## config.mk

```make
export PLATFORM = sky130hd
export DESIGN_NAME = repetition_code_codec
export DESIGN_NICKNAME = d
export VERILOG_FILES = /design/src/rtl/rcc_pkg.sv /design/src/rtl/repetition_code_codec.sv
export SDC_FILE = /design/constraint.sdc
export NUM_CORES = 1
export LEC_CHECK = 0
export ABC_AREA = 1
export BUFFER_PORTS_ARGS = -buffer_cell sky130_fd_sc_hd__buf_2
export CAP_MARGIN = 20
export CORE_UTILIZATION = 43
export CTS_BUF_LIST = sky130_fd_sc_hd__clkbuf_2 sky130_fd_sc_hd__clkbuf_4 sky130_fd_sc_hd__clkbuf_8
export CTS_CLUSTER_DIAMETER = 80
export CTS_CLUSTER_SIZE = 10
export DETAILED_ROUTE_END_ITERATION = 8
export GPL_ROUTABILITY_DRIVEN = 0
export MAX_ROUTING_LAYER = met4
export SYNTH_ARGS = -nofsm -noshare
export SYNTH_HDL_FRONTEND = slang
export SYNTH_SLANG_ARGS = --single-unit
```

## constraint.sdc

```tcl
create_clock -name clk_i -period 3.8 [get_ports clk_i]
set_clock_uncertainty 0.2 [all_clocks]
set_input_delay 0.57 -clock clk_i [delete_from_list [all_inputs] [get_ports clk_i]]
set_output_delay 0.57 -clock clk_i [all_outputs]
set_load 0.1 [all_outputs]
```

## src/rtl/rcc_pkg.sv

```systemverilog
// Shared types, constants and helpers for the repetition code codec.
`timescale 1ns / 1ps
package rcc_pkg;

  localparam int unsigned MaxRepetition = 64;
  localparam int unsigned RepW          = 7;
  localparam int unsigned RepCntW       = $clog2(MaxRepetition);
  localparam int unsigned ByteW         = 8;
  localparam int unsigned BitIdxW       = 3;
  localparam int unsigned BitCntW       = 3;
  localparam int unsigned CfgIdxW       = 8;

  localparam logic [CfgIdxW-1:0] CfgMode       = CfgIdxW'(0);
  localparam logic [CfgIdxW-1:0] CfgRepetition = CfgIdxW'(1);

  localparam logic ModeEncode = 1'b0;
  localparam logic ModeDecode = 1'b1;

  typedef enum logic [2:0] {
    StIdle,
    StRun,
    StFinal,
    StFlush,
    StEnd
  } rcc_state_e;

  // Clamp a written repetition to 1..MaxRepetition.
  function automatic logic [RepW-1:0] rcc_eff_rep(input logic [RepW-1:0] r);
    logic [RepW-1:0] res;
    res = r;
    if (r == '0) begin
      res = RepW'(1);
    end else if (r > RepW'(MaxRepetition)) begin
      res = RepW'(MaxRepetition);
    end
    return res;
  endfunction

endpackage

```

## src/rtl/repetition_code_codec.sv

```systemverilog
// Repetition code codec top level: bit-serial encoder and majority-vote decoder.
// Operation: an input byte is worked one code bit per cycle unless the output stalls,
// then closed through StFinal (decode, last byte), StFlush (last byte) and StEnd.
// A new byte is taken only in StIdle, after the last one is closed; every produced bit
// goes through the single bit-push unit that packs it into the output byte.
// Reset: mode clears to encode, repetition to 3; state, counters and valid flags clear.
`timescale 1ns / 1ps
module repetition_code_codec
  import rcc_pkg::*;
(
  input  logic               clk_i,
  input  logic               rst_ni,
  // configuration write channel
  input  logic               cfg_valid_i,
  output logic               cfg_ready_o,
  input  logic [CfgIdxW-1:0] cfg_index_i,
  input  logic [RepW-1:0]    cfg_data_i,
  // input stream
  input  logic               s_axis_tvalid,
  output logic               s_axis_tready,
  input  logic [ByteW-1:0]   s_axis_tdata,   // [7:0] in_byte
  input  logic               s_axis_tlast,   // in_last
  // output stream
  output logic               m_axis_tvalid,
  input  logic               m_axis_tready,
  output logic [ByteW-1:0]   m_axis_tdata,   // [7:0] out_byte
  output logic               m_axis_tuser,   // [0] has_data
  output logic               m_axis_tlast    // out_last
);

  rcc_state_e state_q, state_d;

  logic                mode_q, mode_d;
  logic [RepW-1:0]     rep_q, rep_d;

  logic [ByteW-1:0]    in_byte_q, in_byte_d;
  logic                in_last_q, in_last_d;
  logic [BitIdxW-1:0]  bit_idx_q, bit_idx_d;
  logic [RepCntW-1:0]  rep_cnt_q, rep_cnt_d;

  logic [ByteW-1:0]    shift_q, shift_d;
  logic [BitCntW-1:0]  bit_cnt_q, bit_cnt_d;
  logic [RepW-1:0]     fill_q, fill_d;
  logic [RepW-1:0]     zeros_q, zeros_d;

  logic                hold_vld_q, hold_vld_d;
  logic [ByteW-1:0]    hold_q, hold_d;

  logic                out_vld_q, out_vld_d;
  logic [ByteW-1:0]    out_byte_q, out_byte_d;
  logic                out_has_q, out_has_d;
  logic                out_last_q, out_last_d;

  logic                out_free;
  logic                cur_bit;
  logic [RepW-1:0]     thr;
  logic [RepW-1:0]     fill_inc;
  logic [RepW-1:0]     zeros_inc;
  logic [RepCntW-1:0]  rep_m1;
  logic                push_en;
  logic                push_b;
  logic                prod;
  logic [ByteW-1:0]    prod_byte;
  logic                go;
  logic                bit_done;

  assign out_free  = !out_vld_q || m_axis_tready;
  assign cur_bit   = in_byte_q[bit_idx_q];
  assign thr       = RepW'(({1'b0, rep_q} + 8'd1) >> 1);
  assign fill_inc  = fill_q + RepW'(1);
  assign zeros_inc = zeros_q + RepW'(!cur_bit);
  assign rep_m1    = RepCntW'(rep_q - RepW'(1));

  always_comb begin
    state_d    = state_q;
    mode_d     = mode_q;
    rep_d      = rep_q;
    in_byte_d  = in_byte_q;
    in_last_d  = in_last_q;
    bit_idx_d  = bit_idx_q;
    rep_cnt_d  = rep_cnt_q;
    shift_d    = shift_q;
    bit_cnt_d  = bit_cnt_q;
    fill_d     = fill_q;
    zeros_d    = zeros_q;
    hold_vld_d = hold_vld_q;
    hold_d     = hold_q;
    out_vld_d  = out_vld_q && !m_axis_tready;
    out_byte_d = out_byte_q;
    out_has_d  = out_has_q;
    out_last_d = out_last_q;

    push_en   = 1'b0;
    push_b    = 1'b0;
    bit_done  = 1'b0;
    prod      = 1'b0;
    prod_byte = {shift_q[ByteW-2:0], 1'b0};

    // select the bit source for this step
    case (state_q)
      StRun: begin
        if (mode_q == ModeEncode) begin
          push_en  = 1'b1;
          push_b   = cur_bit;
          bit_done = (rep_cnt_q == rep_m1);
        end else begin
          push_en  = (fill_inc >= rep_q);
          push_b   = !(zeros_inc >= thr);
          bit_done = 1'b1;
        end
      end
      StFinal: begin
        push_en = (fill_q != '0);
        push_b  = !(zeros_q >= thr);
      end
      default: begin
        push_en = 1'b0;
      end
    endcase

    if (state_q == StFlush) begin
      prod      = (bit_cnt_q != '0);
      prod_byte = shift_q;
    end else begin
      prod      = push_en && (bit_cnt_q == BitCntW'(ByteW - 1));
      prod_byte = {shift_q[ByteW-2:0], push_b};
    end

    go = !prod || !hold_vld_q || out_free;

    // shared push and hold path
    if (go && (state_q == StRun || state_q == StFinal || state_q == StFlush)) begin
      if (state_q == StFlush) begin
        shift_d   = '0;
        bit_cnt_d = '0;
      end else if (push_en) begin
        if (prod) begin
          shift_d   = '0;
          bit_cnt_d = '0;
        end else begin
          shift_d   = prod_byte;
          bit_cnt_d = bit_cnt_q + BitCntW'(1);
        end
      end
      if (prod) begin
        if (hold_vld_q) begin
          out_vld_d  = 1'b1;
          out_byte_d = hold_q;
          out_has_d  = 1'b1;
          out_last_d = 1'b0;
        end
        hold_vld_d = 1'b1;
        hold_d     = prod_byte;
      end
    end

    case (state_q)
      StIdle: begin
        if (cfg_valid_i) begin
          if (cfg_index_i == CfgMode) begin
            mode_d = cfg_data_i[0];
          end else if (cfg_index_i == CfgRepetition) begin
            rep_d = rcc_eff_rep(cfg_data_i);
          end
          if (cfg_index_i == CfgMode || cfg_index_i == CfgRepetition) begin
            shift_d   = '0;
            bit_cnt_d = '0;
            fill_d    = '0;
            zeros_d   = '0;
          end
        end else if (s_axis_tvalid) begin
          in_byte_d = s_axis_tdata;
          in_last_d = s_axis_tlast;
          bit_idx_d = BitIdxW'(ByteW - 1);
          rep_cnt_d = '0;
          state_d   = StRun;
        end
      end
      StRun: begin
        if (go) begin
          if (mode_q == ModeDecode) begin
            if (push_en) begin
              fill_d  = '0;
              zeros_d = '0;
            end else begin
              fill_d  = fill_inc;
              zeros_d = zeros_inc;
            end
          end
          if (bit_done) begin
            rep_cnt_d = '0;
            bit_idx_d = bit_idx_q - BitIdxW'(1);
            if (bit_idx_q == '0) begin
              if (in_last_q && mode_q == ModeDecode) begin
                state_d = StFinal;
              end else if (in_last_q) begin
                state_d = StFlush;
              end else begin
                state_d = StEnd;
              end
            end
          end else begin
            rep_cnt_d = rep_cnt_q + RepCntW'(1);
          end
        end
      end
      StFinal: begin
        if (go) begin
          fill_d  = '0;
          zeros_d = '0;
          state_d = StFlush;
        end
      end
      StFlush: begin
        if (go) begin
          state_d = StEnd;
        end
      end
      StEnd: begin
        if (hold_vld_q) begin
          if (out_free) begin
            out_vld_d  = 1'b1;
            out_byte_d = hold_q;
            out_has_d  = 1'b1;
            out_last_d = in_last_q;
            hold_vld_d = 1'b0;
            state_d    = StIdle;
          end
        end else if (in_last_q) begin
          if (out_free) begin
            out_vld_d  = 1'b1;
            out_byte_d = '0;
            out_has_d  = 1'b0;
            out_last_d = 1'b1;
            state_d    = StIdle;
          end
        end else begin
          state_d = StIdle;
        end
      end
      default: begin
        state_d = StIdle;
      end
    endcase
  end

  always_ff @(posedge clk_i or negedge rst_ni) begin
    if (!rst_ni) begin
      state_q    <= StIdle;
      mode_q     <= ModeEncode;
      rep_q      <= RepW'(3);
      shift_q    <= '0;
      bit_cnt_q  <= '0;
      fill_q     <= '0;
      zeros_q    <= '0;
      hold_vld_q <= 1'b0;
      out_vld_q  <= 1'b0;
      bit_idx_q  <= '0;
      rep_cnt_q  <= '0;
      in_last_q  <= 1'b0;
    end else begin
      state_q    <= state_d;
      mode_q     <= mode_d;
      rep_q      <= rep_d;
      shift_q    <= shift_d;
      bit_cnt_q  <= bit_cnt_d;
      fill_q     <= fill_d;
      zeros_q    <= zeros_d;
      hold_vld_q <= hold_vld_d;
      out_vld_q  <= out_vld_d;
      bit_idx_q  <= bit_idx_d;
      rep_cnt_q  <= rep_cnt_d;
      in_last_q  <= in_last_d;
    end
  end

  always_ff @(posedge clk_i) begin
    in_byte_q  <= in_byte_d;
    hold_q     <= hold_d;
    out_byte_q <= out_byte_d;
    out_has_q  <= out_has_d;
    out_last_q <= out_last_d;
  end

  assign cfg_ready_o   = (state_q == StIdle);
  assign s_axis_tready = (state_q == StIdle) && !cfg_valid_i;
  assign m_axis_tvalid = out_vld_q;
  assign m_axis_tdata  = out_byte_q;
  assign m_axis_tuser  = out_has_q;
  assign m_axis_tlast  = out_last_q;

endmodule
```

==> impl_results.md <==
* Status: complete, no violations
* Internal reg-to-reg setup slack at 0.44 ns
* Post-synthesis instance area at 4550 um2
* Design area at 5120 um2
* Fin Hold WS at 0.0493 ns
* Worst Path Arrival at 3.40 ns
* Most common cell after layout, fill and taps aside: nand2_1
* F_max at 298 MHz
* CP startpoint kind: flop
* Rel. slew slack at 48.9%
* Unrepaired setup endpoints after global routing: false
* WS Path Type: flop to flop
* Die area at 11,000 um2
* Vias in the first global route at 3,770
* Kind of cell adding the most delay to the critical path: simple AND/OR/NAND/NOR gates
* Nets at 689
* Reg2reg end: shift_q[0]
* Syn avg cell area at 7.83 um2
* DR WL/cell at 12.7 um
* CP endpoint kind: flop
* Tcrit/Tclk final at 88.3%
* CTS Buffer Depth at 2
* Final Critical Period at 3.36 ns
* Gr ovfl total at 0
* Die width at 105 um
* Number of port buffers at 41
* Post-DP HPWL at 7550 um
* Post-place instance area at 4900 um2
* Starting density of the core at 44.3%
* Worst-skew pair later-pin latency at 0.34 ns
* Worst-path maximum fanout at 7
* CTS buffer count at 9
* Maximum VDD drop at 348 uV
* Pre-CTS setup slack at 0.380 ns
* Initial DRC count at 161
* Routed via count at 3,791
* TritonRoute pass-1 iters at 4
* Max stage delay on crit path at 0.44 ns
* Buffers & Inverters on Critical Path at 3
* Slew @ Worst Pin at 0.763 ns
* Tot GR Track Use at 20.2%
* Yosys cell types at 37
* Post_cts resized at 0
* H-Tree Depth at 3
* Worst Path Required at 3.84 ns
* Clock tree from TritonCTS: done
* Antenna Nets Post-Route at 0
* Cells after synthesis at 581
* CTS Hold Bufs at 0
* Hold Vio Cnt, Final at 0
* Reg2reg start: bit_idx_q[0]
* Crit-path cells: inv_2 -> nor2_1 -> o22ai_1 -> nand2_1 -> nand2_1 -> inv_1 -> ha_1 -> ha_1 -> nand3_1 -> nand3b_1 -> xor2_1 -> inv_1 -> ha_1 -> nand2_1 -> nor2_1 -> nand2_1 -> o2111ai_1 -> nand2_1 -> nand2_1 -> nand3_1 -> a21oi_1 -> nor2_1
* Core Region at 10,300 um2
* Largest net degree at the start of global routing at 30
* Area grow syn2layout at 12.6%
* # rows at 37
* Sink Count at 74
* Post-synthesis sequential area ratio at 41.4%
* Most frequent cells in the layout: 132 x nand2_1, 81 x inv_1, 68 x nor2_1, 46 x dfrtp_1, 42 x o21ai_0
* I/O Pins at 42
* Clock transition at path regs at 0.08 ns
* R2R depth at 22
* First-pass GRT wire length at 17,300 um
* DRC viols at 0
* Most used cell, CP: nand2_1
* Final setup margin at 0.444 ns
* Worst Hold Class: input port to async pin
* Fin util at 49.9%
* Number of synthesized register bits at 74
* Setup TNS at 0 ns
* Critical-path top delay cell: dfrtp_1
* Share of layout cells above drive strength 1 at 12.7%
* Maxcap violations at 0
* Pwr per Cell Area at 781 nW/um2
* FILL cells at 1,043
* Postcts setup bufs at 0
* Slew Viols, Final at 0
* Ant. Diodes at 0
* Root Buffer: clkbuf_8
* Final setup viols at 0
* Leak at 2.71 nW
* DIE HEIGHT at 105 um
* Net Count, Synth at 643
* Total Wirelength at 9780 um
* Initial antenna violation count at 0
* Yosys warning count at 0
* Number of vias per cell at 4.94
power by group:
part	leakage, nW	switching, mW	internal (mW)
sequential	0.829	0.191	1.06
clock	0.114	0.290	0.393
combinational	1.77	1.46	0.605
total	2.71	1.94	2.06
area by class of cell:
| cell class | instances | area [um2] | area share (%) |
|---|---|---|---|
| multi-input combinational | 412 | 2300 | 44.9 |
| sequential | 74 | 1880 | 36.8 |
| inverter | 87 | 327 | 6.37 |
| timing repair buffer | 43 | 220 | 4.30 |
| tap | 136 | 170 | 3.32 |
| clock buffer | 11 | 145 | 2.83 |
| clock inverter | 5 | 77.6 | 1.51 |
sequential cells by signal (all words and copies together) (netlist names):
register	flops
rep_cnt_q	6
hold_vld_q	1
hold_q	8
state_q	3
zeros_q	7
m_axis_tdata	8
rep_q	7
m_axis_tlast	1
mode_q	1
bit_idx_q	3
in_byte_q	8
fill_q	7
m_axis_tvalid	1
bit_cnt_q	3
in_last_q	1
shift_q	8
m_axis_tuser	1
layer usage:
layer	wire, um	share of wire, %	up-vias	global-route usage (%)
li1	-	-	1984	-
met4	167	1.7	0	7.24
met2	4700	48	58	34.1
met1	4620	47	1735	24.5
met3	289	3.0	14	3.37
met5	0	0	-	-
cell families after synthesis:
family,count (synthesis),share of synthesized area (%)
buffers and inverters,95,8.14
AND/OR/NAND/NOR,268,25.9
flip-flops,74,41.4
adder cells (fa/ha/maj),33,9.08
XOR/XNOR,26,5.01
AO/OA/AOI/OAI,85,10.5
stage by stage:
stage / cells / power (mW)
global placement: 752 / 3.31
global route: 768 / 4.39
detailed placement: 752 / 3.34
floorplan: 581 / 2.91
finish: 768 / 4.00
CTS: 768 / 4.04
worst max path at each step:
stage | slack, ns | start | to | cells past startpoint
after global routing | 0.05 | bit_idx_q[0] | shift_q[0] | 22
final | 0.44 | bit_idx_q[0] | shift_q[0] | 22
after floorplan | 0.15 | state_q[1] | in_byte_q[0] | 7
after global placement | 0.47 | bit_idx_q[0] | shift_q[0] | 21
after detailed placement | 0.38 | bit_idx_q[0] | shift_q[0] | 22
after CTS | 0.38 | bit_idx_q[0] | shift_q[0] | 22
Yosys cell counts, drive strengths merged:
| cell | n | area [um2] |
|---|---|---|
| nand4 | 11 | 68.8 |
| o31ai | 4 | 30.0 |
| o21ai | 47 | 246 |
| dfxtp | 10 | 200 |
| edfxtp | 16 | 480 |
| o21a | 2 | 15.0 |
| xor2 | 21 | 184 |
| inv | 87 | 327 |
| o22ai | 7 | 43.8 |
| xnor2 | 5 | 43.8 |
| nand3 | 35 | 200 |
| dfstp | 2 | 52.6 |
| clkbuf | 5 | 20.0 |
| buf | 3 | 23.8 |
| o211ai | 1 | 7.51 |
| nand2 | 135 | 519 |
| nor3 | 6 | 40.0 |
| ha | 33 | 413 |
| nor2 | 73 | 292 |
| nand3b | 5 | 37.5 |
| dfrtp | 46 | 1150 |
| o2111ai | 1 | 8.76 |
| a21oi | 23 | 126 |
| nor4 | 3 | 18.8 |
No activity file was read; power rests on OpenSTA's default activity.
